**src/hdl/llrs_pkg.sv**
```systemverilog
// Shared types and constants for the location list range scanner.
package llrs_pkg;

  localparam int CFG_IDX_W  = 2;
  localparam int CFG_DATA_W = 64;

  typedef enum logic [CFG_IDX_W-1:0] {
    REG_QUERY_PC      = 2'd0,
    REG_START_BASE    = 2'd1,
    REG_ADDRESS_BYTES = 2'd2,
    REG_BIG_ENDIAN    = 2'd3
  } cfg_idx_t;

  typedef enum logic [1:0] {
    ST_MATCH = 2'd0,
    ST_END   = 2'd1,
    ST_TRUNC = 2'd2
  } status_t;

  localparam logic [3:0] ADDR_BYTES_RESET = 4'd4;
  localparam int         LEN_BYTES        = 2;

  typedef struct packed {
    logic [7:0] data_byte;
    logic       last_byte;
  } in_item_t;

  typedef struct packed {
    status_t     status;
    logic [15:0] expr_offset;
    logic [15:0] expr_length;
    logic [63:0] range_low;
    logic [63:0] range_high;
  } out_item_t;

  typedef struct packed {
    logic [63:0] query_pc;
    logic [63:0] start_base;
    logic [3:0]  address_bytes;
    logic        big_endian;
  } cfg_regs_t;

  typedef struct packed {
    logic        load;
    logic [63:0] value;
  } base_wr_t;

endpackage

```
**src/hdl/location_list_range_scanner.sv**
```systemverilog
// Top level of the location list range scanner: configuration registers and channels.
// Takes one list byte per cycle; each result is registered in the result buffer before it reaches the output.
// Throughput is one byte per cycle; in_ready drops only while both result slots are full.
// Each byte is parsed by the scanner combinationally; the result buffer holds two items.
// Reset sets the registers to their defaults and puts the scanner at the start of a list.
module location_list_range_scanner #(
  parameter int MAX_LIST_BYTES = 65536,
  parameter int MAX_ADDR_BYTES = 8
) (
  input  logic                              clk,
  input  logic                              rst_n,
  input  logic                              in_valid,
  output logic                              in_ready,
  input  llrs_pkg::in_item_t                in_item,
  output logic                              out_valid,
  input  logic                              out_ready,
  output llrs_pkg::out_item_t               out_item,
  input  logic                              cfg_we,
  input  logic [llrs_pkg::CFG_IDX_W-1:0]    cfg_index,
  input  logic [llrs_pkg::CFG_DATA_W-1:0]   cfg_wdata
);
  import llrs_pkg::*;

  cfg_regs_t cfg_r;
  base_wr_t  base_wr;
  logic      accept;
  logic      res_valid;
  out_item_t res_item;
  logic      buf_full;

  always_ff @(posedge clk) begin
    if (!rst_n) begin
      cfg_r.query_pc      <= '0;
      cfg_r.start_base    <= '0;
      cfg_r.address_bytes <= ADDR_BYTES_RESET;
      cfg_r.big_endian    <= 1'b0;
    end else if (cfg_we) begin
      case (cfg_index)
        REG_QUERY_PC:      cfg_r.query_pc      <= cfg_wdata;
        REG_START_BASE:    cfg_r.start_base    <= cfg_wdata;
        REG_ADDRESS_BYTES: cfg_r.address_bytes <= cfg_wdata[3:0];
        REG_BIG_ENDIAN:    cfg_r.big_endian    <= cfg_wdata[0];
        default: ;
      endcase
    end
  end

  assign base_wr.load  = cfg_we && (cfg_index == REG_START_BASE);
  assign base_wr.value = cfg_wdata;

  assign in_ready = !buf_full;
  assign accept   = in_valid && in_ready;

  llrs_scan #(
    .MAX_LIST_BYTES (MAX_LIST_BYTES),
    .MAX_ADDR_BYTES (MAX_ADDR_BYTES)
  ) u_scan (
    .clk       (clk),
    .rst_n     (rst_n),
    .accept    (accept),
    .in_item   (in_item),
    .cfg       (cfg_r),
    .base_wr   (base_wr),
    .res_valid (res_valid),
    .res_item  (res_item)
  );

  llrs_skid u_skid (
    .clk        (clk),
    .rst_n      (rst_n),
    .push_valid (res_valid),
    .push_item  (res_item),
    .full       (buf_full),
    .out_valid  (out_valid),
    .out_ready  (out_ready),
    .out_item   (out_item)
  );

endmodule

```
**src/hdl/llrs_scan.sv**
```systemverilog
// Byte parser for location list entries: field assembly, rebasing and range check.
module llrs_scan #(
  parameter int MAX_LIST_BYTES = 65536,
  parameter int MAX_ADDR_BYTES = 8
) (
  input  logic                 clk,
  input  logic                 rst_n,
  input  logic                 accept,
  input  llrs_pkg::in_item_t   in_item,
  input  llrs_pkg::cfg_regs_t  cfg,
  input  llrs_pkg::base_wr_t   base_wr,
  output logic                 res_valid,
  output llrs_pkg::out_item_t  res_item
);
  import llrs_pkg::*;

  localparam int RAW_W = 8 * MAX_ADDR_BYTES;
  localparam int CNT_W = (MAX_ADDR_BYTES > 1) ? $clog2(MAX_ADDR_BYTES) : 1;
  localparam int OFF_W = $clog2(MAX_LIST_BYTES + 1);

  typedef enum logic [1:0] {
    PH_LOW  = 2'd0,
    PH_HIGH = 2'd1,
    PH_LEN  = 2'd2,
    PH_SKIP = 2'd3
  } phase_t;

  phase_t             phase_r, phase_nxt;
  logic [CNT_W-1:0]   cnt_r, cnt_nxt;
  logic [RAW_W-1:0]   low_r, low_nxt;
  logic [RAW_W-1:0]   high_r, high_nxt;
  logic [63:0]        lo_r, lo_nxt;
  logic [63:0]        hi_r, hi_nxt;
  logic [63:0]        base_r, base_nxt;
  logic [15:0]        len_r, len_nxt;
  logic [15:0]        skip_r, skip_nxt;
  logic [OFF_W-1:0]   off_r, off_nxt;
  logic               fin_r, fin_nxt;

  logic [CNT_W:0]     aw;
  logic [CNT_W:0]     cnt_inc;
  logic [RAW_W-1:0]   mask;
  logic [RAW_W-1:0]   field_base;
  logic [RAW_W-1:0]   field_sh;
  logic [15:0]        len_base;
  logic [15:0]        len_sh;
  logic [15:0]        skip_dec;
  logic [OFF_W-1:0]   off_inc;
  logic [7:0]         b;

  // Effective address width: zero acts as one, oversize clamps to the maximum.
  always_comb begin
    if (cfg.address_bytes == 4'd0) begin
      aw = (CNT_W+1)'(1);
    end else if (cfg.address_bytes > 4'(MAX_ADDR_BYTES)) begin
      aw = (CNT_W+1)'(MAX_ADDR_BYTES);
    end else begin
      aw = (CNT_W+1)'(cfg.address_bytes);
    end
  end

  always_comb begin
    for (int i = 0; i < MAX_ADDR_BYTES; i++) begin
      mask[8*i +: 8] = ((CNT_W+1)'(i) < aw) ? 8'hFF : 8'h00;
    end
  end

  assign b        = in_item.data_byte;
  assign cnt_inc  = {1'b0, cnt_r} + (CNT_W+1)'(1);
  assign off_inc  = off_r + OFF_W'(1);
  assign skip_dec = skip_r - {15'd0, (skip_r != 16'd0)};

  // The first byte of a field clears whatever the field register held.
  assign field_base = (cnt_r == '0) ? '0 : ((phase_r == PH_LOW) ? low_r : high_r);
  assign field_sh   = cfg.big_endian ?
                      {field_base[RAW_W-9:0], b} :
                      (field_base | (RAW_W'(b) << {cnt_r, 3'b000}));

  assign len_base = (cnt_r == '0) ? 16'd0 : len_r;
  assign len_sh   = cfg.big_endian ? {len_base[7:0], b} :
                    (cnt_r[0] ? (len_base | {b, 8'h00}) : (len_base | {8'h00, b}));

  always_comb begin
    phase_nxt = phase_r;
    cnt_nxt   = cnt_r;
    low_nxt   = low_r;
    high_nxt  = high_r;
    lo_nxt    = lo_r;
    hi_nxt    = hi_r;
    base_nxt  = base_r;
    len_nxt   = len_r;
    skip_nxt  = skip_r;
    off_nxt   = off_r;
    fin_nxt   = fin_r;
    res_valid = 1'b0;
    res_item  = '0;
    res_item.status = ST_TRUNC;

    if (accept) begin
      if (fin_r) begin
        // Waiting for the end of the buffer after a result.
      end else if (off_r >= OFF_W'(MAX_LIST_BYTES)) begin
        res_valid = 1'b1;
        fin_nxt   = 1'b1;
      end else begin
        off_nxt = off_inc;
        case (phase_r)
          PH_LOW, PH_HIGH: begin
            if (phase_r == PH_LOW) begin
              low_nxt = field_sh;
            end else begin
              high_nxt = field_sh;
            end
            if (cnt_inc >= aw) begin
              cnt_nxt = '0;
              if (phase_r == PH_LOW) begin
                phase_nxt = PH_HIGH;
              end else if (low_r == '0 && field_sh == '0) begin
                res_valid       = 1'b1;
                res_item.status = ST_END;
                fin_nxt         = 1'b1;
              end else if ((low_r & mask) == mask) begin
                base_nxt  = 64'(field_sh);
                phase_nxt = PH_LOW;
              end else begin
                lo_nxt    = 64'(low_r) + base_r;
                hi_nxt    = 64'(field_sh) + base_r;
                len_nxt   = 16'd0;
                phase_nxt = PH_LEN;
              end
            end else begin
              cnt_nxt = cnt_inc[CNT_W-1:0];
            end
          end
          PH_LEN: begin
            len_nxt = len_sh;
            if (cnt_inc >= (CNT_W+1)'(LEN_BYTES)) begin
              cnt_nxt = '0;
              if (cfg.query_pc >= lo_r && cfg.query_pc < hi_r) begin
                res_valid            = 1'b1;
                res_item.status      = ST_MATCH;
                res_item.expr_offset = 16'(off_inc);
                res_item.expr_length = len_sh;
                res_item.range_low   = lo_r;
                res_item.range_high  = hi_r;
                fin_nxt              = 1'b1;
              end else if (len_sh == 16'd0) begin
                phase_nxt = PH_LOW;
              end else begin
                skip_nxt  = len_sh;
                phase_nxt = PH_SKIP;
              end
            end else begin
              cnt_nxt = cnt_inc[CNT_W-1:0];
            end
          end
          default: begin
            skip_nxt = skip_dec;
            if (skip_dec == 16'd0) begin
              phase_nxt = PH_LOW;
            end
          end
        endcase
      end

      // The last byte ends the list; report truncation if nothing came out yet.
      if (in_item.last_byte) begin
        if (!fin_nxt) begin
          res_valid = 1'b1;
        end
        phase_nxt = PH_LOW;
        cnt_nxt   = '0;
        base_nxt  = cfg.start_base;
        off_nxt   = '0;
        fin_nxt   = 1'b0;
      end
    end else if (base_wr.load && off_r == '0 && !fin_r) begin
      base_nxt = base_wr.value;
    end
  end

  always_ff @(posedge clk) begin
    if (!rst_n) begin
      phase_r <= PH_LOW;
      cnt_r   <= '0;
      base_r  <= '0;
      off_r   <= '0;
      fin_r   <= 1'b0;
    end else begin
      phase_r <= phase_nxt;
      cnt_r   <= cnt_nxt;
      base_r  <= base_nxt;
      off_r   <= off_nxt;
      fin_r   <= fin_nxt;
    end
  end

  always_ff @(posedge clk) begin
    low_r  <= low_nxt;
    high_r <= high_nxt;
    lo_r   <= lo_nxt;
    hi_r   <= hi_nxt;
    len_r  <= len_nxt;
    skip_r <= skip_nxt;
  end

endmodule

```
**src/hdl/llrs_skid.sv**
```systemverilog
// Two-entry result buffer: output register plus skid register.
module llrs_skid (
  input  logic                 clk,
  input  logic                 rst_n,
  input  logic                 push_valid,
  input  llrs_pkg::out_item_t  push_item,
  output logic                 full,
  output logic                 out_valid,
  input  logic                 out_ready,
  output llrs_pkg::out_item_t  out_item
);
  import llrs_pkg::*;

  logic      head_v_r, head_v_nxt;
  logic      skid_v_r, skid_v_nxt;
  out_item_t head_r, head_nxt;
  out_item_t skid_r, skid_nxt;
  logic      pop;

  assign pop = head_v_r && out_ready;

  always_comb begin
    head_v_nxt = head_v_r;
    skid_v_nxt = skid_v_r;
    head_nxt   = head_r;
    skid_nxt   = skid_r;
    if (pop) begin
      head_nxt   = skid_r;
      head_v_nxt = skid_v_r;
      skid_v_nxt = 1'b0;
    end
    // A push only happens while the skid slot is free.
    if (push_valid) begin
      if (!head_v_nxt) begin
        head_nxt   = push_item;
        head_v_nxt = 1'b1;
      end else begin
        skid_nxt   = push_item;
        skid_v_nxt = 1'b1;
      end
    end
  end

  always_ff @(posedge clk) begin
    if (!rst_n) begin
      head_v_r <= 1'b0;
      skid_v_r <= 1'b0;
    end else begin
      head_v_r <= head_v_nxt;
      skid_v_r <= skid_v_nxt;
    end
  end

  always_ff @(posedge clk) begin
    head_r <= head_nxt;
    skid_r <= skid_nxt;
  end

  assign full      = skid_v_r;
  assign out_valid = head_v_r;
  assign out_item  = head_r;

endmodule

```
**config.mk**
```make
export PLATFORM = sky130hd
export DESIGN_NAME = location_list_range_scanner
export DESIGN_NICKNAME = d
export VERILOG_FILES = /design/src/hdl/llrs_pkg.sv /design/src/hdl/location_list_range_scanner.sv /design/src/hdl/llrs_scan.sv /design/src/hdl/llrs_skid.sv
export SDC_FILE = /design/constraint.sdc
export NUM_CORES = 2
export LEC_CHECK = 0
export BUFFER_PORTS_ARGS = -buffer_cell sky130_fd_sc_hd__buf_2
export CAP_MARGIN = 20
export CORE_MARGIN = 1
export CORE_UTILIZATION = 28
export DETAILED_ROUTE_END_ITERATION = 16
export GPL_TIMING_DRIVEN = 0
export HOLD_SLACK_MARGIN = 0.1
export RECOVER_POWER = 50
export SETUP_SLACK_MARGIN = 0.2
export SYNTH_ARGS = -nofsm -noshare
export SYNTH_HDL_FRONTEND = slang
export SYNTH_HIERARCHICAL = 1
export SYNTH_SLANG_ARGS = --single-unit
```
**constraint.sdc**
```tcl
create_clock -name clk -period 8.55 [get_ports clk]
set_input_delay 0.855 -clock clk [delete_from_list [all_inputs] [get_ports clk]]
set_output_delay 0.855 -clock clk [all_outputs]
set_load 0.03 [all_outputs]
```
==> results.md <==
- Post-route setup slack: 0.209 ns
- Met2 usage: between 30% and 40%
- P_leak: about 22 nW
- H-tree levels: 3
- Crit. End Element: flip-flop
- Reg-to-Reg Start: u_scan/cnt_r[0]
- Most used routing layer: met2
- Multi-input gate area: 22,500 µm²
- Row count: approximately 150
- Met1 usage: a little under 30%
- Critical Path Source: u_scan/cnt_r[0]
- Total CTS buffers: 95
- Failing checks: max-capacitance violations, max-slew violations
- Largest net degree at the start of global routing: 65
- Final Setup Violations: 0
- Die area: between 150,000 and 200,000 µm²
- Synth Register Bits: around 830
- YS warnings: 6
- Reg area: 21,200 µm²
- Largest family of logic cells by synthesized area: compound AO/OA/AOI/OAI gates
- Clk_lat worst skew: approximately 0.76 ns
- Die Ht: 406 µm
- Synth Area in Compound Gates: 14.1%
- Setup TNS: 0 ns
- Post-Synth XOR/XNOR Area: 2.79%
- Utilization after layout: 32.7%
- First-pass DRT Iterations: 5
- Top_reg_cell synth: edfxtp_1
- Hpwl dp: 146 mm
- Cells after DPL: roughly 7.0k
- Layout cell share with drive strength beyond 1: 12.8%
- Vias in the first global route: 36.3k
- Max-cap violations: 3
- Clock skew: 0.0704 ns
- Cells after synthesis: 4,523
- Synth Area in Simple Gates: a little over an eighth
- Wirelength, routed: 184 mm
- Num ports: 244
- Count of pins over their slew limit: 24
- Root buf cell: clkbuf_16
- CTS hold repair buffers: 0
- Die X: 406 µm
- CTS tree: done
- Synthesis-to-layout area growth: 15.9%
- Routed Antenna Nets: 0
- Layout Cells excl Fill: ~7.2k
- Mux cell area share after synthesis: around an eighth
- Total global routing overflow: 0
- Tot GR Track Use: between 20% and 30%
- Headroom to the max-slew limit: -10.9%
- Hold wc startpoint: cfg_wdata[7]
- M3 GR Usage: 4.07%
- DR DRC count: 0
- Final Hold Viols: 0
- Fill count: between 15k and 20k
- Worst-Margin Slew: between 1.5 and 2 ns
- Syn Std Cell Area: around 46,000 µm²
- First-pass GRT wire length: roughly 260 mm
- Startpoint Class: flip-flop
- Pwr/cell area: 192 nW/µm²
- Crit path required time: 9.01 ns
- Average size of a mapped cell: 10.1 µm²
- PortBufs: 236
- IR drop worst, VDD: approximately 0.00015 V
- Max Fclk: 120 MHz
- Initial DRC Count: between 3k and 4k
- Period utilisation layout: 97.6%
- Outcome: finished, violations left
- Clk slew on worst S/H paths: 0.06 ns
- Longest Clk Path Bufs: 3
- Syn nets: 4,869
- Worst setup slack after placement: 0.151 ns
- Arr. time, crit path: 8.80 ns
- Total number of vias: ~38k
- Sequential fraction of the synthesis area: 46.3%
- Core area: between 150,000 and 200,000 µm²
- GP Congestion: 0.989
- Fin crit period: ~8.3 ns
- CTS sink cnt: 834
- Via-to-Cell Ratio: 5.26
- Worst hold path type: input port to flip-flop
- CP Class: flip-flop to flip-flop
- WL per Instance: 25.7 µm
- Initial core utilization: around 28%
- Initial antenna violation count: 41
- Post-synth ARST share: 0%
- Crit path max fanout: 10
- RSZ-0062 raised after global routing: no
- NumNets Final: ~5.2k
- EDFF count, synth: 450
- Adder-cell share of the synthesized area: 7.30%
- Netlist cell types: between 90 and 100
==> metrics by stage <==
step	hold WS (ns)	power, mW	instance area, µm²
floorplan	0.433	5.43	45800
global placement	0.442	5.99	49700
detailed placement	0.449	6.00	50100
CTS	0.348	10.3	53400
global route	0.373	10.6	53100
finish	0.395	10.2	53100
==> registers in the layout (all words and copies together) (netlist names) <==
name and count:
u_scan/base_r 64, u_scan/hi_r 64, u_scan/skip_r 16, u_scan/len_r 16, u_scan/fin_r 1, u_skid/out_item 162
cfg_r 133, u_skid/skid_r 162, u_scan/cnt_r 3, u_scan/lo_r 64, u_scan/low_r 64, u_skid/full 1
u_skid/out_valid 1, u_scan/off_r 17, u_scan/phase_r 2, u_scan/high_r 64
==> cells by family after synthesis <==
group,after synthesis
simple gates,1291
buf+inv,465
mux,505
fa+ha+maj,266
compound gates,1016
flops,834
xor+xnor,146
==> worst max-delay path: stages (launching register included) <==
cell       delay (ns)
dfxtp_1          0.50
inv_1            0.24
ha_1             0.28
nand2b_1         0.25
clkbuf_1         0.60
clkbuf_1         0.59
o21ai_0          0.26
o211ai_1         0.23
o21ai_0          0.35
inv_1            0.34
ha_1             0.17
clkbuf_1         0.26
nand4_1          0.30
nor4_1           0.63
o2111ai_1        0.51
a311oi_2         0.65
a311oi_1         0.37
o31ai_2          0.65
a22oi_1          0.34
nand2_1          0.26
a21boi_1         0.11
xnor2_1          0.16
==> area by class of cell <==
| cell class | instances | area share [%] |
|---|---|---|
| repair buffers | 267 | 2.37 |
| inverters | 204 | 1.44 |
| clock inverters | 50 | 1.12 |
| clock buffers | 129 | 5.10 |
| well taps | 2175 | 5.13 |
| plain buffers | 261 | 2.38 |
| multi-input cells | 3224 | 42.4 |
| flip-flops and latches | 834 | 39.9 |
| diodes | 19 | 0.0895 |
==> cell usage after synthesis, types with 26 or more instances <==
| cell | count | area, µm² |
|---|---|---|
| xor2_1 | 51 | 447 |
| nand4_1 | 90 | 563 |
| nor3_1 | 46 | 230 |
| nand2b_1 | 26 | 163 |
| o211ai_1 | 100 | 751 |
| o21bai_1 | 27 | 203 |
| a21oi_1 | 331 | 1660 |
| a31oi_1 | 51 | 319 |
| edfxtp_1 | 450 | 13500 |
| xnor2_1 | 95 | 832 |
| dfxtp_1 | 384 | 7690 |
| a21o_1 | 109 | 818 |
| nor4_1 | 39 | 244 |
| clkbuf_1 | 146 | 548 |
| nand3_1 | 43 | 215 |
| nand2_1 | 505 | 1900 |
| buf_2 | 59 | 295 |
| ha_1 | 264 | 3300 |
| mux2_2 | 261 | 2940 |
| mux2_1 | 76 | 856 |
| nor2_1 | 363 | 1360 |
| nor2b_1 | 29 | 181 |
| o21a_1 | 33 | 248 |
| or3b_2 | 32 | 280 |
| mux2i_1 | 168 | 1680 |
| buf_6 | 27 | 304 |
| o21ai_0 | 190 | 951 |
| inv_1 | 199 | 747 |
==> repair_timing <==
| item | 4_1_cts | 5_1_grt |
|---|---|---|
| endpoints found under the setup margin | 1 | 6 |
| gates resized for setup | 1 | 1 |
| hold endpoints to repair | 0 | 0 |
| setup buffers | 0 | 0 |
| gates cloned | 0 | 0 |
==> cell usage in the layout, fill, tap and decap left out, drive strengths merged, types with 41 or more instances in the layout <==
cell      n
nand2   506
clkbuf  482
edfxtp  450
dfxtp   384
nor2    366
mux2    337
a21oi   331
ha      264
inv     208
o21ai   195
buf     175
mux2i   168
a21o    109
o211ai  100
xnor2    95
nand4    90
a31oi    51
xor2     51
nor3     47
nand3    43
nor4     41
==> path summary, 6_finish.rpt <==
| path | end | slack [ns] | cells past startpoint |
|---|---|---|---|
| max | u_scan/hi_r[59] | 0.21 | 21 |
| min | u_scan/base_r[7] | 0.39 | 3 |
| max reg2reg | u_scan/hi_r[59] | 0.21 | 21 |
| min reg2reg | cfg_r[7] | 0.46 | 2 |
==> power breakdown <==
group          internal (mW)  switching (mW)  leakage (nW)  total (mW)
Clock                   2.44            1.84          1.59        4.28
Combinational          0.456           0.965          12.7        1.42
Sequential              4.37           0.134          7.41        4.50
Total                   7.27            2.94          21.6        10.2
==> metal layers <==
| layer | vias to the layer above | share of wire, % |
|---|---|---|
| met5 | - | 0.052 |
| met4 | 18 | 4.2 |
| met3 | 366 | 7.6 |
| met2 | 1608 | 45 |
| met1 | 18400 | 44 |
| li1 | 17300 | - |
Power figures use the tool's default switching activity.
